===== src/assert_macros.svh =====
// ---------------------------------------------------------------------------
// assertion macros
// shared concurrent assertion forms, sampled on clock, off during reset
// ---------------------------------------------------------------------------
`ifndef ASSERT_MACROS_SVH
`define ASSERT_MACROS_SVH

// same-cycle implication
`define DC2D_ASSERT_IMPLY(label, ante, cons, msg) \
   label: assert property (@(posedge clock) disable iff (reset) (ante) |-> (cons)) \
      else $error(msg);

// next-cycle implication
`define DC2D_ASSERT_NEXT(label, ante, cons, msg) \
   label: assert property (@(posedge clock) disable iff (reset) (ante) |=> (cons)) \
      else $error(msg);

`endif


===== src/dc2d_pkg.sv =====
// ---------------------------------------------------------------------------
// dc2d_pkg
// shared types, codes and helpers of the direct 2-d convolution engine
// ---------------------------------------------------------------------------
package dc2d_pkg;

   localparam int DEF_MAX_IN_CH  = 16;
   localparam int DEF_MAX_OUT_CH = 16;
   localparam int DEF_MAX_IMG_H  = 32;
   localparam int DEF_MAX_IMG_W  = 32;
   localparam int DEF_KER_H      = 3;
   localparam int DEF_KER_W      = 3;

   localparam int ACC_W        = 48;
   localparam int CSR_AW       = 5;
   localparam int DRAIN_CYCLES = 2;

   typedef enum logic [1:0] {
      CMD_WEIGHT  = 2'd0,
      CMD_BIAS    = 2'd1,
      CMD_PIXEL   = 2'd2,
      CMD_COMPUTE = 2'd3
   } req_code_type;

   localparam logic [2:0] REG_STRIDE_ROWS  = 3'd0;
   localparam logic [2:0] REG_STRIDE_COLS  = 3'd1;
   localparam logic [2:0] REG_PAD_ROWS     = 3'd2;
   localparam logic [2:0] REG_PAD_COLS     = 3'd3;
   localparam logic [2:0] REG_IMAGE_HEIGHT = 3'd4;
   localparam logic [2:0] REG_IMAGE_WIDTH  = 3'd5;
   localparam logic [2:0] REG_CHANNELS     = 3'd6;

   typedef enum logic [1:0] {
      ST_IDLE,
      ST_RUN,
      ST_DRAIN,
      ST_FINISH
   } state_type;

   typedef struct packed {
      logic [3:0] stride_rows;
      logic [3:0] stride_cols;
      logic [2:0] pad_rows;
      logic [2:0] pad_cols;
      logic [5:0] image_height;
      logic [5:0] image_width;
      logic [4:0] channels_in_use;
   } cfg_type;

   localparam cfg_type CFG_RESET = '{
      stride_rows:     4'd1,
      stride_cols:     4'd1,
      pad_rows:        3'd0,
      pad_cols:        3'd0,
      image_height:    6'd32,
      image_width:     6'd32,
      channels_in_use: 5'd16
   };

   typedef struct packed {
      logic accept;
      logic issue;
      logic load_out;
      logic err;
   } dp_cmd_type;

   typedef struct packed {
      logic nch_zero;
      logic last_tap;
   } dp_status_type;

   function automatic int idx_w(int n);
      return (n > 1) ? $clog2(n) : 1;
   endfunction

   function automatic logic signed [15:0] sat_q88(logic signed [31:0] v);
      logic signed [15:0] r;
      if (v > 32'sd32767) begin
         r = 16'sh7fff;
      end else if (v < -32'sd32768) begin
         r = 16'sh8000;
      end else begin
         r = v[15:0];
      end
      return r;
   endfunction

endpackage


===== src/dc2d_ctrl.sv =====
// ---------------------------------------------------------------------------
// dc2d_ctrl
// request sequencer: accepts requests, steps the tap loop, drains, delivers
// ---------------------------------------------------------------------------
`include "assert_macros.svh"

module dc2d_ctrl #(
   parameter int MAX_OUT_CH = dc2d_pkg::DEF_MAX_OUT_CH
) (
   input  logic                      clock,
   input  logic                      reset,
   input  logic                      req_valid,
   output logic                      req_ready,
   input  logic [1:0]                req_cmd,
   input  logic [3:0]                req_out_chan,
   output logic                      rsp_valid,
   input  logic                      rsp_ready,
   input  dc2d_pkg::dp_status_type   status,
   output dc2d_pkg::dp_cmd_type      cmd
);

   dc2d_pkg::state_type state_ff;
   dc2d_pkg::state_type state_in;
   logic [1:0]          drain_ff;
   logic [1:0]          drain_in;
   logic                err_ff;
   logic                err_in;
   logic                rsp_valid_ff;
   logic                rsp_valid_in;
   logic                accept;
   logic                is_compute;
   logic                oc_bad;

   assign req_ready  = (state_ff == dc2d_pkg::ST_IDLE);
   assign accept     = req_valid & req_ready;
   assign is_compute = (req_cmd == dc2d_pkg::CMD_COMPUTE);
   assign oc_bad     = (32'(req_out_chan) >= MAX_OUT_CH);
   assign rsp_valid  = rsp_valid_ff;

   always_comb begin
      state_in     = state_ff;
      drain_in     = drain_ff;
      err_in       = err_ff;
      cmd.accept   = accept;
      cmd.issue    = 1'b0;
      cmd.load_out = 1'b0;
      cmd.err      = err_ff;
      unique case (state_ff)
         dc2d_pkg::ST_IDLE: begin
            if (accept && is_compute) begin
               err_in   = oc_bad;
               state_in = oc_bad ? dc2d_pkg::ST_FINISH : dc2d_pkg::ST_RUN;
            end
         end
         dc2d_pkg::ST_RUN: begin
            drain_in = 2'd0;
            if (status.nch_zero) begin
               state_in = dc2d_pkg::ST_DRAIN;
            end else begin
               cmd.issue = 1'b1;
               if (status.last_tap) begin
                  state_in = dc2d_pkg::ST_DRAIN;
               end
            end
         end
         dc2d_pkg::ST_DRAIN: begin
            if (drain_ff == 2'(dc2d_pkg::DRAIN_CYCLES - 1)) begin
               state_in = dc2d_pkg::ST_FINISH;
            end else begin
               drain_in = drain_ff + 2'd1;
            end
         end
         dc2d_pkg::ST_FINISH: begin
            if (!rsp_valid_ff || rsp_ready) begin
               cmd.load_out = 1'b1;
               state_in     = dc2d_pkg::ST_IDLE;
            end
         end
         default: state_in = dc2d_pkg::ST_IDLE;
      endcase
   end

   assign rsp_valid_in = cmd.load_out | (rsp_valid_ff & ~rsp_ready);

   always_ff @(posedge clock) begin
      if (reset) begin
         state_ff     <= dc2d_pkg::ST_IDLE;
         drain_ff     <= 2'd0;
         err_ff       <= 1'b0;
         rsp_valid_ff <= 1'b0;
      end else begin
         state_ff     <= state_in;
         drain_ff     <= drain_in;
         err_ff       <= err_in;
         rsp_valid_ff <= rsp_valid_in;
      end
   end

   `DC2D_ASSERT_NEXT(a_last_tap_drains, cmd.issue && status.last_tap, state_ff == dc2d_pkg::ST_DRAIN, "last tap did not lead to drain")
   `DC2D_ASSERT_IMPLY(a_load_slot_free, cmd.load_out, !rsp_valid_ff || rsp_ready, "result loaded over a pending one")
   `DC2D_ASSERT_NEXT(a_compute_starts, accept && is_compute, state_ff == dc2d_pkg::ST_RUN || state_ff == dc2d_pkg::ST_FINISH, "compute request not started")
   `DC2D_ASSERT_IMPLY(a_result_from_finish, $rose(rsp_valid_ff), $past(state_ff == dc2d_pkg::ST_FINISH), "result raised outside finish")

endmodule


===== config.mk =====
export PLATFORM = sky130hd
export DESIGN_NAME = dc2d_ctrl
export DESIGN_NICKNAME = d
export VERILOG_FILES = /design/src/dc2d_pkg.sv /design/src/dc2d_ctrl.sv
export VERILOG_INCLUDE_DIRS = /design/src /design/src/src
export SDC_FILE = /design/constraint.sdc
export NUM_CORES = 1
export LEC_CHECK = 0
export BUFFER_PORTS_ARGS = -buffer_cell sky130_fd_sc_hd__buf_2
export CORE_AREA = 2 2 39 41
export DETAILED_ROUTE_END_ITERATION = 8
export DIE_AREA = 0 0 41 43
export GPL_ROUTABILITY_DRIVEN = 1
export PLACE_DENSITY = 0.51
export SYNTH_ARGS = -nofsm -noshare
export SYNTH_HDL_FRONTEND = slang
export SYNTH_SLANG_ARGS = --single-unit
export TNS_END_PERCENT = 1

===== constraint.sdc =====
create_clock -name clock -period 2.7 [get_ports clock]
set_input_delay 0.54 -clock clock [delete_from_list [all_inputs] [get_ports clock]]
set_output_delay 0.54 -clock clock [all_outputs]
set_load 0.03 [all_outputs]

* Word level (Yosys, flattened, before mapping) *
Cells that the tools add are included.

word-level totals
  register bits after elaboration = 5
  input bits = 12

operators by class
  $add $sub $neg = 1
  equality and inequality tests = 10
  mux-type cells = 12
  bitwise operators = 4
  reductions and logical operators = 7

operators with widths
  kind                                                                   count
  2-bit two-way mux                                                      6
  2-bit one-hot mux with 4 select lines                                  1
  2-bit equality test, second input constant                             3
  2-bit != test, second input constant                                   3
  2-bit by 1-bit equality test with 1-bit output, second input constant  2
  1-bit two-way mux                                                      4
  2-bit one-hot mux with 2 select lines                                  1
  4-bit AND reduction                                                    1
  3-bit != test, second input constant                                   1
  2-bit by 1-bit adder with 2-bit output, second input constant          1
  1-bit AND                                                              2
  2-bit zero test                                                        1
  2-bit by 1-bit != test with 1-bit output, second input constant        1
  2-bit AND reduction                                                    1
  2-bit nonzero test                                                     1
  1-bit logical AND                                                      1
  1-bit zero test                                                        1
  1-bit logical OR                                                       1
  1-bit inverter                                                         1
  1-bit bitwise OR                                                       1

* Longest topological paths before layout *
Gate-level depths: netlist of the first run.

  depth in word-level cells = 5
  gate-level depth with buffers = 5

* Least setup slack after synthesis of the first run *
Ideal clock, no wire load.

  kind = input to output
  from = input rsp_ready
  to = output cmd[1] in the netlist's numbering
  data arrival time = 1,287 ps
  data required time = 2,160 ps
  path slack = 873 ps
  cell stages on the path = 2
  buffers on the path = 0
  cells stage by stage = inv_1 a21boi_0

RTL lines
  element          line             source
  start, declared  dc2d_ctrl.sv:17  input logic rsp_ready,
  end, declared    dc2d_ctrl.sv:19  output dc2d_pkg::dp_cmd_type cmd

==> results of run 1 <==
[through the flow]
step | worst slack (ns) | hold WS, ns | power (W)
after global placement | 1.149 | 0.4820 | 0.0002582
after global routing | 0.8378 | 0.5250 | 0.0003700
final | 0.9266 | 0.5046 | 0.0003423
after CTS | 0.9078 | 0.5145 | 0.0003490
after detailed placement | 1.130 | 0.5012 | 0.0002598
after floorplan | 0.8726 | 0.4496 | 0.0002305
[area by class of cell]
type	instances	area [sq um]
Inverter	4	15.01
Timing Repair Buffer	12	60.06
Multi-Input combinational cell	29	221.5
Clock inverter	1	5.005
Sequential cell	5	100.1
Fill cell	155	939.7
Clock buffer	3	22.52
Tap cell	16	20.02
[layer usage]
layer	part of all wire, %	vias to the layer above	routed length [um]	GRT usage (%)
met4	1.8	0	11	10.00
met1	41	123	247	7.395
met2	48	10	292	14.69
li1	-	162	-	-
met5	0	-	0	0
met3	9.4	2	57	1.571
[synth_stat cells]
| master | count | area (sq um) |
|---|---|---|
| dfxtp_1 | 5 | 100.1 |
| ha_1 | 5 | 62.56 |
| nand2b_1 | 5 | 31.28 |
| inv_1 | 4 | 15.01 |
| a21oi_1 | 2 | 10.01 |
| buf_4 | 2 | 15.01 |
| nand3_1 | 2 | 10.01 |
| nor2_1 | 2 | 7.510 |
| nor2b_1 | 2 | 12.51 |
| nor3b_1 | 2 | 15.01 |
| a2111o_1 | 1 | 11.26 |
| a211oi_2 | 1 | 12.51 |
| a21boi_0 | 1 | 7.510 |
| a31oi_1 | 1 | 6.260 |
| and2_1 | 1 | 6.260 |
| and3b_1 | 1 | 8.760 |
| conb_1 | 1 | 3.750 |
| mux2i_1 | 1 | 10.01 |
| nor4_1 | 1 | 6.260 |
[tightest hold or removal path, delay by kind of cell, from the launching register on]
kind	cells	cell delay (ns)
and+or+nand+nor	1	0.07
AOI/OAI and AO/OA	1	0.06
DFF	1	0.32
[registers in the layout (all words and copies together) (netlist names)]
register	cells
drain_ff	2
state_ff	2
rsp_valid	1
[power by group]
part | switching, W | internal (W) | total, W
combinational | 0.0000919 | 0.0000658 | 0.000158
clock | 0.0000327 | 0.0000537 | 0.0000863
sequential | 0.0000113 | 0.0000869 | 0.0000982
total | 0.000136 | 0.000206 | 0.000342
[placed cells by master (no fill, tap or decap)]
| master | Yosys | final |
|---|---|---|
| a2111o_1 | 1 | 1 |
| a211oi_2 | 1 | 1 |
| a21boi_0 | 1 | 1 |
| a21oi_1 | 2 | 2 |
| a31oi_1 | 1 | 1 |
| and2_1 | 1 | 1 |
| and3b_1 | 1 | 1 |
| buf_2 | 0 | 12 |
| clkbuf_4 | 0 | 3 |
| clkinv_2 | 0 | 1 |
| conb_1 | 1 | 1 |
| dfxtp_1 | 5 | 5 |
| ha_1 | 5 | 5 |
| inv_1 | 4 | 4 |
| mux2i_1 | 1 | 1 |
| nand2b_1 | 5 | 5 |
| nand3_1 | 2 | 2 |
| nor2_1 | 2 | 2 |
| nor2b_1 | 2 | 2 |
| nor3b_1 | 2 | 2 |
| nor4_1 | 1 | 1 |
[worst paths after layout]
check / endpoint / startpoint / slack (ns) / cells past startpoint
worst max register to register: state_ff[0] / state_ff[1] / 1.21 / 5
worst min-delay path: drain_ff[0] / drain_ff[0] / 0.50 / 2
worst max-delay path: cmd[3] / state_ff[0] / 0.93 / 4
worst min register to register: drain_ff[0] / drain_ff[0] / 0.50 / 2
[kinds of logic after synthesis]
kind of cell | Yosys count | synth area share (%)
simple gates | 16 | 27.76
compound gates | 6 | 13.52
flops | 5 | 28.47
other cells | 1 | 1.067
fa+ha+maj | 5 | 17.79
mux | 1 | 2.847
buf+inv | 6 | 8.538
==> metrics.md, run 1 <==
| Metric | Value |
|---|---|
| Diodes inserted | 0 |
| Avg Inst Size Synth | 8.790 sq um |
| Layout Nets | just over 70 |
| Largest net degree at the start of global routing | 7 |
| Vias/cell | 4.243 |
| TNS Setup | 0 ns |
| Cell area after layout | roughly 440 sq um |
| RSZ-0062 raised after global routing | no |
| FP Rows | 14 |
| Pwr dens | a little under 800 mW/mm^2 |
| Synth unique cells | 19 |
| Synth Register Bits | 5 |
| Vias | between 200 and 300 |
| Total CTS buffers | 3 |
| Worst skew pair latency | 0.24 ns |
| Die area | 0.001763 sq mm |
| Final Hold Viols | 0 |
| Total grt overflow | 0 |
| Htree depth | 1 |
| Buf+Inv Stages, Crit Path | 2 |
| Sink Count | 5 |
| Total GRT Usage | a little under 9% |
| Vias in the first global route | 281 |
| Largest stage delay, worst path | 0.36 ns |
| DP Area | 416.7 sq um |
| Area grow syn2layout | 26.33% |
| Peak Freq | 563.9 MHz |
| Leak | slightly above 0.2 nW |
| Maxcap violations | 0 |
| Max-slew violations | 0 |
| Crit-path cells | inv_1 -> ha_1 -> and2_1 -> buf_2 |
| Mapped Cells | 40 |
| Critical path data arrival time | roughly 1.2 ns |
| Tcrit/Tclk final | 65.68% |
| Max FO, Critical Path | 4 |
| Mapped cell area | 351.6 sq um |
| Global-route wire length before repair | 1.000 mm |
| Synth Warn # | 0 |
| Iteration count of the initial detailed-routing pass | 2 |
| Worst Setup Start Kind | flop |
| Hold Crit Class | reg -> reg |
| Post-CTS sizing | 0 |
| WL per Instance | 8.686 um |
| Post-synth net total | 57 |
| Final cell utilization of the core | 32.10% |
| DRT iter0 DRCs | 3 |
| Die width | approximately 41 um |
| DRC | 0 |
| Share of cells above drive strength 1 | 31.48% |
| Initial antenna violation count | 0 |
| Status | finished, final reports clean |
| Minimum clock period | 1.773 ns |
| Postcts setup bufs | 0 |
| Worst path top cell family by delay | flip-flops |
| Reg clk slew, reported paths | 0.05 ns |
| Crit. End Element | primary output |
| Crit Path Category | reg -> out |
| Max VDD drop | 0.0002420 V |
| Starting Density | approximately 25% |
| Final Non-Filler Cells | 70 |
| Routability Congestion | 0.6159 |
| Root Driver | clkbuf_4 |
| CP required | roughly 2.2 ns |
| Hold_buf cts | 0 |
| Placed instance count | 66 |
| Clock Skews | 0.005571 ns |
| IO Port Bufs | 12 |
| Total core area | 0.001384 sq mm |
| Final ANT Viol Nets | 0 |
| Routed WL | 608 um |
| Setup-failing EPs final | 0 |
| Slowest stage cell, crit path | dfxtp_1 |
| Sequential area share after synthesis | 28.47% |
| CTS tree | done |
| Maximum buffer depth of the clock tree | 2 |
| I/O pin count | 18 |
| Die height | 43 um |
(Power assumes the default switching activity.)
==> inputs of run 2 (changes only) <==
PLACE_DENSITY = 0.53   (was 0.51)
clock period = 1.6 ns   (was 2.7 ns; I/O delays follow)
==> metrics.md, run 2 (synthesized netlist as in run 1, its figures left out) <==
| Metric | Value |
|---|---|
| Htree depth | 1 (unchanged) |
| Hold_buf cts | 0 (unchanged) |
| DP Wirelength | 579.1 um |
| Root Driver | clkbuf_4 |
| Combinational power share | 47.4% (+1.3 points) |
| TNS Setup | 0 ns (unchanged) |
| Hold Crit Class | in -> reg |
| Top Layer Used | met3 |
| Crit. End Element | primary output |
| Total core area | 0.001384 sq mm (unchanged) |
| Peak Freq | ~660 MHz |
| Vias in the first global route | 290 (+3.2%) |
| Cell area after layout | 456.7 sq um (+2.8%) |
| Layout Nets | 73 (+1.4%) |
| Int Power | 0.0003601 W (+74%) |
| Total CTS buffers | 3 (unchanged) |
| Die width | 41 um (unchanged) |
| Final ANT Viol Nets | 0 (unchanged) |
| Sequential share of power | 28.8% (about the same) |
| Met3 wire len | 43 um (-25%) |
| Routed WL | 622 um (+2.3%) |
| WL per Instance | 8.761 um (+0.86%) |
| Clock share of power | 23.8% (-1.4 points) |
| Vias/cell | 4.394 (+3.6%) |
| DRT iter0 DRCs | 1 (-2) |
| Final Hold Viols | 0 (unchanged) |
| Die height | 43 um (unchanged) |
| Leak | 0.2078 nW (about the same) |
| Crit Path Category | reg -> out |
| Pwr dens | 1274 mW/mm^2 (+65%) |
| Total GRT Usage | 9.337% (+0.50 points) |
| Clock Skews | 0.0005758 ns (-0.004995 ns) |
| Share of cells above drive strength 1 | 34.55% (+3.1 points) |
| Worst skew pair latency | 0.23 ns (about the same) |
| Iteration count of the initial detailed-routing pass | 4 (+2) |
| Starting Density | 25.41% (unchanged) |
| Most common cell after layout, fill and taps aside | buf_2 |
| Postcts setup bufs | 0 (unchanged) |
| Sink Count | 5 (unchanged) |
| Most frequent cells in the layout | buf_2, nand2b_1, inv_1, ha_1, dfxtp_1 |
| CP required | 1.28 ns (-0.88 ns) |
| CTS tree | done |
| DP Area | 424.2 sq um (+1.8%) |
| Met2 WL post-DR | 334 um (+14%) |
| Global-route wire length before repair | 1.014 mm (+1.4%) |
| Reg clk slew, reported paths | 0.04 ns (about the same) |
| Max-slew violations | 0 (unchanged) |
| Area grow syn2layout | 29.89% |
| Initial antenna violation count | 0 (unchanged) |
| Vias | 312 (+5.1%) |
| DRC | 0 (unchanged) |
| Sw frac | 38.09% (-1.6 points) |
| Die area | 0.001763 sq mm (unchanged) |
| Status | finished, final reports clean |
| Post-CTS sizing | 0 (unchanged) |
| Diodes inserted | 0 (unchanged) |
| Setup-failing EPs final | 0 (unchanged) |
| Critical path data arrival time | 1.21 ns (-0.02 ns) |
| Minimum clock period | 1.527 ns |
| M1 WL | 244 um (-1.2%) |
| RSZ-0062 raised after global routing | no |
| Switching Power | 0.0002216 W (+63%) |
| IO Port Bufs | 12 (unchanged) |
| Routability Congestion | 0.6386 (+3.7%) |
| Max FO, Critical Path | 4 (unchanged) |
| Maxcap violations | 0 (unchanged) |
| Largest net degree at the start of global routing | 7 (unchanged) |
| Total grt overflow | 0 (unchanged) |
| Worst Setup Start Kind | flop |
| Maximum buffer depth of the clock tree | 2 (unchanged) |
| I/O pin count | 18 (unchanged) |
| Tcrit/Tclk final | between 90% and 100% |
| FP Rows | 14 (unchanged) |
| Max VDD drop | 0.0003054 V (+26%) |
==> run 2: power by group through the flow <==
stage / clock network (W) / logic [W] / registers [W]
2_1_floorplan: 0 / 0.000224 / 0.000165
3_3_place_gp: 0 / 0.000276 / 0.000166
3_5_place_dp: 0 / 0.000280 / 0.000168
4_1_cts: 0.000145 / 0.000280 / 0.000166
5_1_grt: 0.000156 / 0.000305 / 0.000171
6_report: 0.000139 / 0.000276 / 0.000167
==> run 2: worst paths after layout <==
kind / startpoint / cells past startpoint / endpoint / slack [ns]
worst max-delay path: state_ff[1] / 4 / cmd[3] / 0.07
worst min-delay path: reset / 2 / state_ff[0] / 0.31
worst max register to register: state_ff[1] / 5 / state_ff[0] / 0.09
worst min register to register: drain_ff[0] / 2 / drain_ff[0] / 0.51
==> run 2: cell type report <==
cell class	instances	area, sq um
well taps	16	20.02
repair buffers	13	70.07
flip-flops and latches	5	101.3
clock buffers	4	26.28
fillers	154	927.1
inverters	4	15.01
multi-input cells	29	224.0
==> run 2: critical path, cell delays in order, from the launching register on <==
cell	delay, ns
dfxtp_1	0.37
inv_1	0.08
ha_1	0.22
and2_1	0.14
buf_2	0.17
==> run 2: routing by layer <==
layer / GRT usage, % / up-vias
li1: - / 165
met1: 6.752 / 137
met2: 15.94 / 10
met3: 4.712 / 0
met4: 8.000 / 0
met5: 0 / -
==> run 2: metrics by stage <==
stage	std cells	power [W]	worst slack, ns	utilization [%]	hold WS, ns
floorplan	40	0.0003889	0.02618	-	0.3846
global placement	67	0.0004428	0.1025	30.65	0.4816
detailed placement	67	0.0004480	0.09060	30.65	0.5149
CTS	71	0.0005916	0.03542	32.55	0.3124
global route	71	0.0006326	0.003370	33.00	0.3074
finish	71	0.0005817	0.07342	33.00	0.3072
