[src/assert_macros.svh]
// ---------------------------------------------------------------------------
// assertion macros
// shared concurrent assertion forms, sampled on clock, off during reset
// ---------------------------------------------------------------------------
`ifndef ASSERT_MACROS_SVH
`define ASSERT_MACROS_SVH

// same-cycle implication
`define DC2D_ASSERT_IMPLY(label, ante, cons, msg) \
   label: assert property (@(posedge clock) disable iff (reset) (ante) |-> (cons)) \
      else $error(msg);

// next-cycle implication
`define DC2D_ASSERT_NEXT(label, ante, cons, msg) \
   label: assert property (@(posedge clock) disable iff (reset) (ante) |=> (cons)) \
      else $error(msg);

`endif

[src/dc2d_pkg.sv]
// ---------------------------------------------------------------------------
// dc2d_pkg
// shared types, codes and helpers of the direct 2-d convolution engine
// ---------------------------------------------------------------------------
package dc2d_pkg;

   localparam int DEF_MAX_IN_CH  = 16;
   localparam int DEF_MAX_OUT_CH = 16;
   localparam int DEF_MAX_IMG_H  = 32;
   localparam int DEF_MAX_IMG_W  = 32;
   localparam int DEF_KER_H      = 3;
   localparam int DEF_KER_W      = 3;

   localparam int ACC_W        = 48;
   localparam int CSR_AW       = 5;
   localparam int DRAIN_CYCLES = 2;

   typedef enum logic [1:0] {
      CMD_WEIGHT  = 2'd0,
      CMD_BIAS    = 2'd1,
      CMD_PIXEL   = 2'd2,
      CMD_COMPUTE = 2'd3
   } req_code_type;

   localparam logic [2:0] REG_STRIDE_ROWS  = 3'd0;
   localparam logic [2:0] REG_STRIDE_COLS  = 3'd1;
   localparam logic [2:0] REG_PAD_ROWS     = 3'd2;
   localparam logic [2:0] REG_PAD_COLS     = 3'd3;
   localparam logic [2:0] REG_IMAGE_HEIGHT = 3'd4;
   localparam logic [2:0] REG_IMAGE_WIDTH  = 3'd5;
   localparam logic [2:0] REG_CHANNELS     = 3'd6;

   typedef enum logic [1:0] {
      ST_IDLE,
      ST_RUN,
      ST_DRAIN,
      ST_FINISH
   } state_type;

   typedef struct packed {
      logic [3:0] stride_rows;
      logic [3:0] stride_cols;
      logic [2:0] pad_rows;
      logic [2:0] pad_cols;
      logic [5:0] image_height;
      logic [5:0] image_width;
      logic [4:0] channels_in_use;
   } cfg_type;

   localparam cfg_type CFG_RESET = '{
      stride_rows:     4'd1,
      stride_cols:     4'd1,
      pad_rows:        3'd0,
      pad_cols:        3'd0,
      image_height:    6'd32,
      image_width:     6'd32,
      channels_in_use: 5'd16
   };

   typedef struct packed {
      logic accept;
      logic issue;
      logic load_out;
      logic err;
   } dp_cmd_type;

   typedef struct packed {
      logic nch_zero;
      logic last_tap;
   } dp_status_type;

   function automatic int idx_w(int n);
      return (n > 1) ? $clog2(n) : 1;
   endfunction

   function automatic logic signed [15:0] sat_q88(logic signed [31:0] v);
      logic signed [15:0] r;
      if (v > 32'sd32767) begin
         r = 16'sh7fff;
      end else if (v < -32'sd32768) begin
         r = 16'sh8000;
      end else begin
         r = v[15:0];
      end
      return r;
   endfunction

endpackage

[src/dc2d_csr.sv]
// ---------------------------------------------------------------------------
// dc2d_csr
// apb-style register file holding the convolution geometry
// ---------------------------------------------------------------------------
module dc2d_csr (
   input  logic                         clock,
   input  logic                         reset,
   input  logic                         psel,
   input  logic                         penable,
   input  logic                         pwrite,
   input  logic [dc2d_pkg::CSR_AW-1:0]  paddr,
   input  logic [31:0]                  pwdata,
   output logic [31:0]                  prdata,
   output logic                         pready,
   output dc2d_pkg::cfg_type            cfg
);

   dc2d_pkg::cfg_type cfg_ff;
   dc2d_pkg::cfg_type cfg_in;
   logic [2:0]        reg_idx;
   logic              wr;

   assign reg_idx = paddr[dc2d_pkg::CSR_AW-1:2];
   assign wr      = psel & penable & pwrite;
   assign pready  = 1'b1;
   assign cfg     = cfg_ff;

   always_comb begin
      cfg_in = cfg_ff;
      if (wr) begin
         unique case (reg_idx)
            dc2d_pkg::REG_STRIDE_ROWS:  cfg_in.stride_rows     = pwdata[3:0];
            dc2d_pkg::REG_STRIDE_COLS:  cfg_in.stride_cols     = pwdata[3:0];
            dc2d_pkg::REG_PAD_ROWS:     cfg_in.pad_rows        = pwdata[2:0];
            dc2d_pkg::REG_PAD_COLS:     cfg_in.pad_cols        = pwdata[2:0];
            dc2d_pkg::REG_IMAGE_HEIGHT: cfg_in.image_height    = pwdata[5:0];
            dc2d_pkg::REG_IMAGE_WIDTH:  cfg_in.image_width     = pwdata[5:0];
            dc2d_pkg::REG_CHANNELS:     cfg_in.channels_in_use = pwdata[4:0];
            default:                    cfg_in = cfg_ff;
         endcase
      end
   end

   always_comb begin
      unique case (reg_idx)
         dc2d_pkg::REG_STRIDE_ROWS:  prdata = 32'(cfg_ff.stride_rows);
         dc2d_pkg::REG_STRIDE_COLS:  prdata = 32'(cfg_ff.stride_cols);
         dc2d_pkg::REG_PAD_ROWS:     prdata = 32'(cfg_ff.pad_rows);
         dc2d_pkg::REG_PAD_COLS:     prdata = 32'(cfg_ff.pad_cols);
         dc2d_pkg::REG_IMAGE_HEIGHT: prdata = 32'(cfg_ff.image_height);
         dc2d_pkg::REG_IMAGE_WIDTH:  prdata = 32'(cfg_ff.image_width);
         dc2d_pkg::REG_CHANNELS:     prdata = 32'(cfg_ff.channels_in_use);
         default:                    prdata = 32'd0;
      endcase
   end

   always_ff @(posedge clock) begin
      if (reset) begin
         cfg_ff <= dc2d_pkg::CFG_RESET;
      end else begin
         cfg_ff <= cfg_in;
      end
   end

endmodule

[config.mk]
export PLATFORM = sky130hd
export DESIGN_NAME = dc2d_csr
export DESIGN_NICKNAME = d
export VERILOG_FILES = /design/src/assert_macros.svh /design/src/dc2d_pkg.sv /design/src/dc2d_csr.sv
export SDC_FILE = /design/constraint.sdc
export NUM_CORES = 1
export LEC_CHECK = 0
export ABC_AREA = 1
export BUFFER_PORTS_ARGS = -buffer_cell sky130_fd_sc_hd__clkbuf_2
export CORE_MARGIN = 3
export CORE_UTILIZATION = 47
export DETAILED_ROUTE_END_ITERATION = 10
export GPL_ROUTABILITY_DRIVEN = 0
export PLACE_DENSITY = 0.88
export SYNTH_ARGS = -nofsm -noshare
export SYNTH_HDL_FRONTEND = slang
export SYNTH_SLANG_ARGS = --single-unit
export TNS_END_PERCENT = 30
[constraint.sdc]
create_clock -name clock -period 2 [get_ports clock]
set_input_delay 0.4 -clock clock [delete_from_list [all_inputs] [get_ports clock]]
set_output_delay 0.4 -clock clock [all_outputs]
set_load 0.01 [all_outputs]
* Word level (Yosys, flattened, before mapping)
Index checks and enable logic that the tools add are counted.
** Operators by class
- Equal/unequal tests :: 6
- Bitwise operators :: 2
- Reductions and logical operators :: 8
- Muxes and demuxes :: 1
** Operators by type and width (count)
- $pmux 6 s7 :: 1
- $reduce_and 2->1 :: 7
- $eq 3x3->1 const B :: 3
- $eq 3x2->1 const B :: 2
- $eq 3x1->1 const B :: 1
- $logic_not 3->1 :: 1
- $and 1x1->1 :: 2
** Word-level totals
- Input port bits :: 42
- Register bits :: 31
- Word-level logic and storage cells :: 24

* Depth between registers and ports, before layout
Gate-level depths: netlist of run 1.
- Depth in word-level cells :: 3
- Gate-level depth with buffers :: 7
- Gate-level depth less buffers :: 7

* Worst setup path before layout of run 1
No wires, ideal clock.
- Kind :: input-to-output
- Start point :: input port paddr[4] (netlist name)
- End point :: output port prdata[3]
- Stages :: 6
- Slack :: 0.558 ns
- Data arrival time :: 1.042 ns
- Required time :: 1.600 ns
- Path buffers :: 2
- Cells stage by stage :: buf_2 buf_2 nand4_1 nand2_1 nor2_1 nand2_1
** On the way
- Cells in the longest elaborated chain, start to end :: 2
- Elaborated cells on any way between the ends :: 8
** Ends and longest elaborated chain
- start, declared :: RTL line dc2d_csr.sv:11 : input logic [dc2d_pkg::CSR_AW-1:0] paddr,
- $eq 3x3->1, or another cell as far along :: RTL line dc2d_csr.sv:45 : unique case (reg_idx)
- $pmux 6 s7 (*) :: RTL line dc2d_csr.sv:45
- end, declared :: RTL line dc2d_csr.sv:13 : output logic [31:0] prdata,
Every way passes the cells marked *; elsewhere a longest branch is shown, timed or not.

* Worst setup path after layout of run 1
- Start point :: input port paddr[2] (netlist name)
- End point :: output port prdata[3]
The elaborated chain is that of the path after synthesis.

==> impl_summary.log, run 1 <==
INFO  metric outcome = completed
INFO  metric grt_overflow_total = 0
INFO  metric r2r-start = cfg[23]
INFO  metric synth_cells = 286
INFO  metric synthDistinctLibCells = 15
INFO  metric drv_cap = 0
INFO  metric synth.area.top_cells = dfxtp_1 33%, nand2_1 14%, nor2_1 14%, buf_4 11%, nand3_1 7.6%
INFO  metric place.detailed.hpwl = 3340 µm
INFO  metric post_synth_instance_area = 1850 µm²
INFO  metric vias = 1839
INFO  metric core.rowCount = 22
INFO  metric finish.net_count = 376
INFO  metric antenna_found_initial = 0
INFO  metric clock_insertion_delay_worst_skew = 0.28 ns
INFO  metric fin_area = 2080 µm²
INFO  metric cts_root_buffer = clkbuf_8
INFO  metric cts_inserted_buffers = 5
INFO  metric setup.worst_path.start = paddr[2]
INFO  metric drive_above_1_share = 21.6%
INFO  metric dpl.cell_count = 375
INFO  metric cts_tree = built
INFO  metric maximum_number_of_pins_on_one_net_before_global_route_repair = 32
INFO  metric placedInstanceArea = 2010 µm²
INFO  metric dominant_combinational_cell_family_by_area_after_synthesis = simple AND/OR/NAND/NOR gates
INFO  metric drt-initial-drc-count = 197
INFO  metric rsz0062_at_grt = no
INFO  metric areaGrowthSynthToFinish = 12.2%
INFO  metric reg2reg_to = cfg[23]
INFO  metric cts_max_path_buffers = 2
INFO  metric reg2reg_setup_slack = 1.36 ns
INFO  metric avgViaCountPerCell = 4.83
INFO  metric postSynth.asyncResetShare = 0%
INFO  metric timing_hold_violations_final = 0
INFO  metric cp.required = 1.60 ns
INFO  metric clkSlewWorstSetupHoldPaths = 0.06 ns
INFO  metric p_leak = 0.00106 µW
INFO  metric ys_top_cells_by_count = 71 x nand2_1, 69 x nor2_1, 31 x dfxtp_1, 28 x nand3_1, 27 x buf_4
INFO  metric cts.hold.buffers_added = 0
INFO  metric global_route_wire_length_before_repair = 7250 µm
INFO  metric synth-simple-area-share = 45.6%
INFO  metric synthDominantAreaCellType = dfxtp_1
INFO  metric total_of_fill_cells_in_the_finished_design = 386
INFO  metric synth_compound_area_share = 1.62%
INFO  metric vdd_drop_max = 0.000441 V
INFO  metric clock_sinks = 31
INFO  metric synth_xor_area_share = 0%
INFO  metric drcViolationCount = 0
INFO  metric drt_first_pass_iters = 4
INFO  metric postCtsSetupRepairBufs = 0
INFO  metric cts.repair.resized = 0
INFO  metric yosysSeqAreaShare = 33.5%
INFO  metric yosys_warnings = 0
INFO  metric worstPathArrival = 1.41 ns
INFO  metric largest_register_ffs = 31
INFO  metric period_share = 90.3%
INFO  metric synth-main-ff-cell = dfxtp_1
INFO  metric critical_path.startpoint_type = input port
INFO  metric wl_per_cell = 11.9 µm
INFO  metric synth.ff_latch_count = 31
INFO  metric floorplan.initialDensity = 49.5%
INFO  metric fmax = 0.554 GHz
INFO  metric coreArea = 3740 µm²
INFO  metric crit_path_max_fanout = 12
INFO  metric routed_wl = 4520 µm
INFO  metric floorplan.die_area = 4730 µm²
INFO  metric die_x = 68.8 µm
INFO  metric vias_in_the_first_global_route = 1596
INFO  metric postRouteAntennaNets = 0
INFO  metric setup_viol = 0
INFO  metric final.setup_skew = 0 ns
INFO  metric h-tree-depth = 2
INFO  metric area_share_of_the_leading_cell_type_in_the_synthesized_netlist = 33.5%
INFO  metric synthAdderAreaFrac = 0%
INFO  metric multiplexer_share_of_the_synthesized_area = 0%
INFO  metric timing.critical_path.to = prdata[3]
INFO  metric num_io_pins = 106
INFO  metric final_util = 55.6%
INFO  metric reg2reg_depth = 2
INFO  metric floorplan.die.height = 68.8 µm
INFO  metric critPathKind = input port to primary output
INFO  metric post-route-min-period = 1.81 ns
INFO  metric number_of_enable_flip_flop_cells_after_synthesis = 0
INFO  metric p_per_area = 599 nW/µm²
INFO  metric cp_endpoint_kind = primary output
INFO  metric fin_tns_setup = 0 ns
INFO  metric min_path_type = input port to flop
INFO  metric syn-mean-instance-area = 6.48 µm²
INFO  metric track_usage = 20.9%
INFO  metric final_max_slew_viols = 0
INFO  metric antenna-diode-count = 0
INFO  metric instances_no_fill = 381
INFO  metric io_buffers = 50
INFO  metric synth.most_common_cell = nand2_1
## critical path: stages
cell and delay [ns]:
clkbuf_2 0.20, inv_1 0.11, nand2_1 0.08, nor2_1 0.23, nand2_1 0.10, nand2_1 0.07
inv_1 0.04, nand2_1 0.05, clkbuf_2 0.13
## worst min path at each step
stage | to | cells past startpoint | start
after floorplan | cfg[10] | 2 | cfg[10]
after global placement | cfg[10] | 2 | cfg[10]
after detailed placement | cfg[16] | 2 | cfg[16]
after CTS | cfg[16] | 3 | pwdata[5]
after global routing | cfg[16] | 3 | pwdata[5]
final | cfg[10] | 3 | pwdata[5]
## cell type report
| class | count | area (µm²) | area share [%] |
|---|---|---|---|
| tap | 48 | 60.1 | 2.89 |
| clock buffer | 6 | 72.6 | 3.49 |
| multi-input combinational | 225 | 977 | 47.0 |
| sequential | 31 | 621 | 29.8 |
| inverter | 16 | 62.6 | 3.01 |
| timing repair buffer | 55 | 288 | 13.8 |
## placed cells by master (no fill, tap or decap), types with 5 or more instances in the layout
cell and count:
buf_4 5, clkbuf_2 50, clkbuf_8 5, conb_1 27, dfxtp_1 31, inv_1 15
nand2_1 71, nand3_1 28, nand4_1 13, nor2_1 69, o21ai_0 6
## logic make-up (layout without fill, tap and decap cells)
| logic type | Yosys count | after routing |
|---|---|---|
| and+or+nand+nor | 192 | 192 |
| buffers and inverters | 55 | 77 |
| DFF | 31 | 31 |
| AOI/OAI and AO/OA | 6 | 6 |
| other | 2 | 27 |
## per-stage QoR
stage | hold WS (ns) | setup slack, ns | total power, µW
floorplan | 0.511 | 0.558 | 804
global route | 0.344 | 0.0581 | 1300
detailed placement | 0.485 | 0.206 | 813
CTS | 0.342 | 0.198 | 1250
finish | 0.344 | 0.195 | 1250
global placement | 0.485 | 0.229 | 810
## metal layers
layer | global-route usage [%] | wire length, µm
met1 | 26.7 | 1870
met3 | 7.13 | 472
met4 | 11.7 | 64
met2 | 30.5 | 2120
met5 | 0 | 0
## power by group
group | total, µW | internal (µW) | switching (µW)
combinational | 171 | 46.6 | 124
clock | 444 | 231 | 213
sequential | 632 | 626 | 6.54
total | 1250 | 904 | 343
Note: power is estimated with default switching activity, not from simulation.
==> run 2: changes to the inputs <==
--- a/config.mk
+++ b/config.mk
@@ -8,10 +8,10 @@
 export ABC_AREA = 1
 export BUFFER_PORTS_ARGS = -buffer_cell sky130_fd_sc_hd__clkbuf_2
 export CORE_MARGIN = 3
-export CORE_UTILIZATION = 47
+export CORE_UTILIZATION = 40
 export DETAILED_ROUTE_END_ITERATION = 10
 export GPL_ROUTABILITY_DRIVEN = 0
-export PLACE_DENSITY = 0.88
+export PLACE_DENSITY = 0.8
 export SYNTH_ARGS = -nofsm -noshare
 export SYNTH_HDL_FRONTEND = slang
 export SYNTH_SLANG_ARGS = --single-unit
==> constraint.sdc (replaced) <==
create_clock -name clock -period 1.6 [get_ports clock]
set_input_delay 0.32 -clock clock [delete_from_list [all_inputs] [get_ports clock]]
set_output_delay 0.32 -clock clock [all_outputs]
set_load 0.01 [all_outputs]
==> impl_summary.log, run 2 (same netlist as run 1, synthesis figures left out) <==
INFO  metric cts.repair.resized = 0 (unchanged)
INFO  metric pre_cts_ws = 0.0398 ns (-0.166 ns)
INFO  metric avgViaCountPerCell = 4.71 (-2.4%)
INFO  metric largest_register_ffs = 31 (unchanged)
INFO  metric netSwitchingPower = 461 µW (+34%)
INFO  metric dpl.cell_count = 387 (+3.2%)
INFO  metric final_max_slew_viols = 0 (unchanged)
INFO  metric path_cells = clkbuf_2, inv_4, nand2_1, nor2_2, nand2_1, o21ai_0, clkbuf_2
INFO  metric drt_first_pass_iters = 6 (+2)
INFO  metric core.rowCount = 24 (+9.1%)
INFO  metric cts.hold.buffers_added = 0 (unchanged)
INFO  metric vias = 1861 (+1.2%)
INFO  metric track_usage = 17.4% (-3.5 points)
INFO  metric h-tree-depth = 2 (unchanged)
INFO  metric period_share = 92.3%
INFO  metric outcome = completed
INFO  metric dr_wl_met2 = 2030 µm (-4.1%)
INFO  metric wl_per_cell = 11.5 µm (-3.3%)
INFO  metric wl_met3 = 484 µm (+2.5%)
INFO  metric clock_sinks = 31 (unchanged)
INFO  metric most_frequent_standard_cell_in_the_layout_excluding_fill_and_tap_cells = nand2_1
INFO  metric finalWorstSetupSlack = 0.122 ns (-0.0725 ns)
INFO  metric p_leak = 0.00111 µW (+4.9%)
INFO  metric multi_input_area = 982 µm² (+0.51%)
INFO  metric final.setup_skew = 0 ns (unchanged)
INFO  metric finish.net_count = 384 (+2.1%)
INFO  metric critPathKind = input port to primary output
INFO  metric die_x = 74.1 µm (+7.7%)
INFO  metric floorplan.initialDensity = 42.0% (-7.5 points)
INFO  metric grt_overflow_total = 0 (unchanged)
INFO  metric areaGrowthSynthToFinish = 17.6%
INFO  metric met1Wirelength = 1940 µm (+3.6%)
INFO  metric cts_tree = built
INFO  metric global_route_wire_length_before_repair = 7310 µm (+0.87%)
INFO  metric antenna-diode-count = 0 (unchanged)
INFO  metric cts_inserted_buffers = 5 (unchanged)
INFO  metric place.detailed.hpwl = 3500 µm (+4.8%)
INFO  metric crit_path_max_fanout = 9 (-3)
INFO  metric vdd_drop_max = 0.000325 V (-26%)
INFO  metric placedInstanceArea = 2070 µm² (+3.2%)
INFO  metric clkSlewWorstSetupHoldPaths = 0.06 ns (about the same)
INFO  metric fin_area = 2180 µm² (+4.8%)
INFO  metric vias_in_the_first_global_route = 1597 (+0.063%)
INFO  metric clockPowerShare = 40.4% (+4.8 points)
INFO  metric sw_frac_of_total = 27.0% (-0.52 points)
INFO  metric io_buffers = 50 (unchanged)
INFO  metric routed_wl = 4530 µm (+0.24%)
INFO  metric p_per_area = 782 nW/µm² (+30%)
INFO  metric rsz0062_at_grt = no
INFO  metric drcViolationCount = 0 (unchanged)
INFO  metric drt-initial-drc-count = 115 (-42%)
INFO  metric antenna_found_initial = 0 (unchanged)
INFO  metric coreArea = 4410 µm² (+18%)
INFO  metric power_frac_seq = 46.3% (-4.4 points)
INFO  metric cts_max_path_buffers = 2 (unchanged)
INFO  metric cp.required = 1.28 ns (-0.32 ns)
INFO  metric fmax = 0.677 GHz
INFO  metric setup_viol = 0 (unchanged)
INFO  metric p_int = 1240 µW (+38%)
INFO  metric highest_layer = met4
INFO  metric drv_cap = 0 (unchanged)
INFO  metric post_route_worst_hold_slack = 0.255 ns (-0.0897 ns)
INFO  metric cp_endpoint_kind = primary output
INFO  metric worstPathArrival = 1.16 ns (-0.25 ns)
INFO  metric floorplan.die.height = 74.1 µm (+7.7%)
INFO  metric seqCellArea = 621 µm² (unchanged)
INFO  metric instances_no_fill = 395 (+3.7%)
INFO  metric critical_path.startpoint_type = input port
INFO  metric cts_root_buffer = clkbuf_8
INFO  metric fin_tns_setup = 0 ns (unchanged)
INFO  metric timing_hold_violations_final = 0 (unchanged)
INFO  metric slowest_delay = 0.18 ns (-0.05 ns)
INFO  metric post-route-min-period = 1.48 ns
INFO  metric cpMaxStageDelayCell = nor2_2
INFO  metric maximum_number_of_pins_on_one_net_before_global_route_repair = 32 (unchanged)
INFO  metric postRouteAntennaNets = 0 (unchanged)
INFO  metric num_io_pins = 106 (unchanged)
INFO  metric floorplan.die_area = 5490 µm² (+16%)
INFO  metric min_path_type = input port to flop
INFO  metric drive_above_1_share = 25.1% (+3.5 points)
INFO  metric postCtsSetupRepairBufs = 0 (unchanged)
INFO  metric total_of_fill_cells_in_the_finished_design = 461 (+19%)
INFO  metric pwr-share-comb = 13.3% (-0.4 points)
INFO  metric mostFrequentLayoutCells = 71 x nand2_1, 67 x nor2_1, 49 x clkbuf_2, 31 x dfxtp_1, 28 x nand3_1
INFO  metric clock_insertion_delay_worst_skew = 0.29 ns (about the same)
run 2: cell types whose count changed in the layout (fill, tap and decap cells not counted), sizes merged:
cell    change
buf         +8
clkbuf      +2
run 2: power by group through the flow:
stage / Combinational [µW] / Sequential, µW / Clock [µW]
finish: 226 / 790 / 689
CTS: 222 / 790 / 702
global route: 257 / 791 / 725
floorplan: 195 / 810 / 0
global placement: 218 / 807 / 0
detailed placement: 222 / 807 / 0
run 2: critical path, delay by kind of cell:
| kind | cells | cell delay, ns |
|---|---|---|
| AND/OR/NAND/NOR | 3 | 0.34 |
| AO/OA/AOI/OAI | 1 | 0.08 |
| buffers and inverters | 3 | 0.43 |
run 2: final timing paths:
check / startpoint / cells past startpoint / slack, ns / end
worst min register to register: cfg[26] / 2 / 0.50 / cfg[26]
worst max-delay path: paddr[3] / 7 / 0.12 / prdata[5]
worst min-delay path: pwdata[5] / 3 / 0.25 / cfg[10]
worst max register to register: cfg[7] / 2 / 0.97 / cfg[7]
run 2: area by class of cell:
class,count,share of cell area [%]
clock buffer,8,4.59
inverter,16,2.87
multi-input combinational,225,45.0
sequential,31,28.5
tap,52,2.98
timing repair buffer,63,16.1
run 2: layer usage:
metal / GRT usage [%] / vias up
li1: - / 955
met5: 0 / -
met4: 6.84 / 0
met1: 21.5 / 804
met3: 5.95 / 12
met2: 28.0 / 90
run 2: per-stage QoR:
step,total power (µW),utilization (%)
floorplan,1010,-
global placement,1030,47.0
detailed placement,1030,47.0
CTS,1710,49.2
global route,1770,49.4
finish,1700,49.4
==> run 3: changes to the inputs <==
--- a/config.mk
+++ b/config.mk
@@ -6,12 +6,12 @@
 export NUM_CORES = 1
 export LEC_CHECK = 0
 export ABC_AREA = 1
-export BUFFER_PORTS_ARGS = -buffer_cell sky130_fd_sc_hd__clkbuf_2
+export BUFFER_PORTS_ARGS = -buffer_cell sky130_fd_sc_hd__buf_2
 export CORE_MARGIN = 3
-export CORE_UTILIZATION = 40
+export CORE_UTILIZATION = 47
 export DETAILED_ROUTE_END_ITERATION = 10
 export GPL_ROUTABILITY_DRIVEN = 0
-export PLACE_DENSITY = 0.8
+export PLACE_DENSITY = 0.88
 export SYNTH_ARGS = -nofsm -noshare
 export SYNTH_HDL_FRONTEND = slang
 export SYNTH_SLANG_ARGS = --single-unit
==> constraint.sdc (replaced) <==
create_clock -name clock -period 1.8 [get_ports clock]
set_input_delay 0.36 -clock clock [delete_from_list [all_inputs] [get_ports clock]]
set_output_delay 0.36 -clock clock [all_outputs]
set_load 0.01 [all_outputs]
==> impl_summary.log, run 3 (same netlist as run 1, synthesis figures left out) <==
INFO  metric setup.worst_path.start = paddr[4]
INFO  metric coreArea = 3740 µm² (-15%)
INFO  metric instances_no_fill = 388 (-1.8%)
INFO  metric crit_path_max_fanout = 11 (+2)
INFO  metric drt_first_pass_iters = 4 (-2)
INFO  metric dpl.cell_count = 382 (-1.3%)
INFO  metric clock_insertion_delay_worst_skew = 0.28 ns (about the same)
INFO  metric critPathKind = input port to primary output
INFO  metric timing_hold_violations_final = 0 (unchanged)
INFO  metric reg2reg_setup_slack = 1.19 ns (+0.22 ns)
INFO  metric areaGrowthSynthToFinish = 15.3%
INFO  metric fmax = 0.608 GHz
INFO  metric place.detailed.hpwl = 3440 µm (-1.7%)
INFO  metric floorplan.die.height = 68.8 µm (-7.1%)
INFO  metric outcome = completed
INFO  metric final.setup_skew = 0 ns (unchanged)
INFO  metric finish.net_count = 383 (-0.26%)
INFO  metric final_util = 57.1% (+7.7 points)
INFO  metric critical_path.startpoint_type = input port
INFO  metric vias_in_the_first_global_route = 1713 (+7.3%)
INFO  metric period_share = 91.4%
INFO  metric largest_register_ffs = 31 (unchanged)
INFO  metric drcViolationCount = 0 (unchanged)
INFO  metric cts_inserted_buffers = 5 (unchanged)
INFO  metric antenna-diode-count = 0 (unchanged)
INFO  metric global_route_wire_length_before_repair = 7600 µm (+3.9%)
INFO  metric power = 1390 µW (-18%)
INFO  metric drv_cap = 0 (unchanged)
INFO  metric drive_above_1_share = 23.2% (-1.8 points)
INFO  metric mostFrequentLayoutCells = 71 x nand2_1, 69 x nor2_1, 48 x buf_2, 31 x dfxtp_1, 28 x nand3_1
INFO  metric p_leak = 0.00111 µW (+0.32%)
INFO  metric core.rowCount = 22 (-8.3%)
INFO  metric antenna_found_initial = 0 (unchanged)
INFO  metric vdd_drop_max = 0.000481 V (+48%)
INFO  metric most_frequent_standard_cell_in_the_layout_excluding_fill_and_tap_cells = nand2_1
INFO  metric postRouteAntennaNets = 0 (unchanged)
INFO  metric p_per_area = 652 nW/µm² (-17%)
INFO  metric r2r-start = cfg[23]
INFO  metric worstPathArrival = 1.28 ns (+0.12 ns)
INFO  metric grt_overflow_total = 0 (unchanged)
INFO  metric wl_per_cell = 11.6 µm (+0.91%)
INFO  metric final_max_slew_viols = 0 (unchanged)
INFO  metric path_cells = buf_2, inv_1, nand3_2, nor2_1, nor2_1, nand2_1, buf_2
INFO  metric slowest_delay = 0.26 ns (+0.08 ns)
INFO  metric min_from = pwdata[5]
INFO  metric maximum_number_of_pins_on_one_net_before_global_route_repair = 32 (unchanged)
INFO  metric cp.required = 1.44 ns (+0.16 ns)
INFO  metric critical_path.top_delay_family = buffers and inverters
INFO  metric cp_endpoint_kind = primary output
INFO  metric rsz0062_at_grt = no
INFO  metric num_io_pins = 106 (unchanged)
INFO  metric post-route-min-period = 1.64 ns
INFO  metric cts_max_path_buffers = 2 (unchanged)
INFO  metric min_path_type = input port to flop
INFO  metric routed_wl = 4490 µm (-0.88%)
INFO  metric floorplan.die_area = 4730 µm² (-14%)
INFO  metric io_buffers = 50 (unchanged)
INFO  metric drt-initial-drc-count = 144 (+25%)
INFO  metric clkSlewWorstSetupHoldPaths = 0.06 ns (about the same)
INFO  metric vias = 1850 (-0.59%)
INFO  metric clock_sinks = 31 (unchanged)
INFO  metric h-tree-depth = 2 (unchanged)
INFO  metric cts_tree = built
INFO  metric cpMaxStageDelayCell = inv_1
INFO  metric cts_root_buffer = clkbuf_8
INFO  metric track_usage = 21.8% (+4.3 points)
INFO  metric die_x = 68.8 µm (-7.1%)
INFO  metric critical_path_buf_inv_count = 3 (unchanged)
INFO  metric fin_tns_setup = 0 ns (unchanged)
INFO  metric setup_viol = 0 (unchanged)
INFO  metric avgViaCountPerCell = 4.77 (+1.2%)
INFO  metric floorplan.initialDensity = 49.5% (+7.5 points)
-- run 3: changes by cell type in the layout (fill, tap and decap cells not counted), sizes merged --
| cell | previous run | this run |
|---|---|---|
| clkbuf | 58 | 8 |
| buf | 13 | 60 |
-- run 3: metrics by stage --
stage	hold slack [ns]	area, µm²	worst slack (ns)
after detailed placement	0.485	2060	0.118
final	0.307	2140	0.155
after CTS	0.300	2130	0.114
after global routing	0.303	2140	0.00239
after floorplan	0.486	1950	0.438
after global placement	0.482	2060	0.145
-- run 3: report_power, final --
| group | internal (µW) | switching, µW |
|---|---|---|
| Sequential | 695 | 6.93 |
| Combinational | 60.6 | 138 |
| Clock | 257 | 236 |
| Total | 1010 | 381 |
-- run 3: routing by layer --
metal / routed length [µm] / up-vias / global-route usage, % / share of wire (%)
met5: 0 / - / 0 / 0
met1: 1880 / 813 / 25.9 / 42
met3: 384 / 8 / 7.78 / 8.5
met4: 81 / 0 / 10.5 / 1.8
li1: - / 955 / - / -
met2: 2150 / 74 / 34.7 / 48
-- run 3: tightest hold or removal path, cell delays in order --
cell and delay, ns:
buf_2 0.09, nand2_1 0.05, nand3_1 0.06
-- run 3: layout make-up --
cell class / instances / area [µm²]
clock buffer: 6 / 72.6
fill: 382 / 1610
inverter: 16 / 62.6
multi-input combinational: 225 / 977
sequential: 31 / 621
tap: 48 / 60.1
timing repair buffer: 62 / 345
-- run 3: worst paths after layout --
check,cells after the start,end
worst max-delay path,7,prdata[2]
worst min-delay path,3,cfg[10]
worst max register to register,2,cfg[23]
worst min register to register,2,cfg[16]
-- run 3: what timing repair did --
action	4_1_cts	5_1_grt
hold buffers	0	0
setup buffers	0	0
resized for setup	0	2
hold endpoints to repair	0	0
setup endpoints to repair	0	2
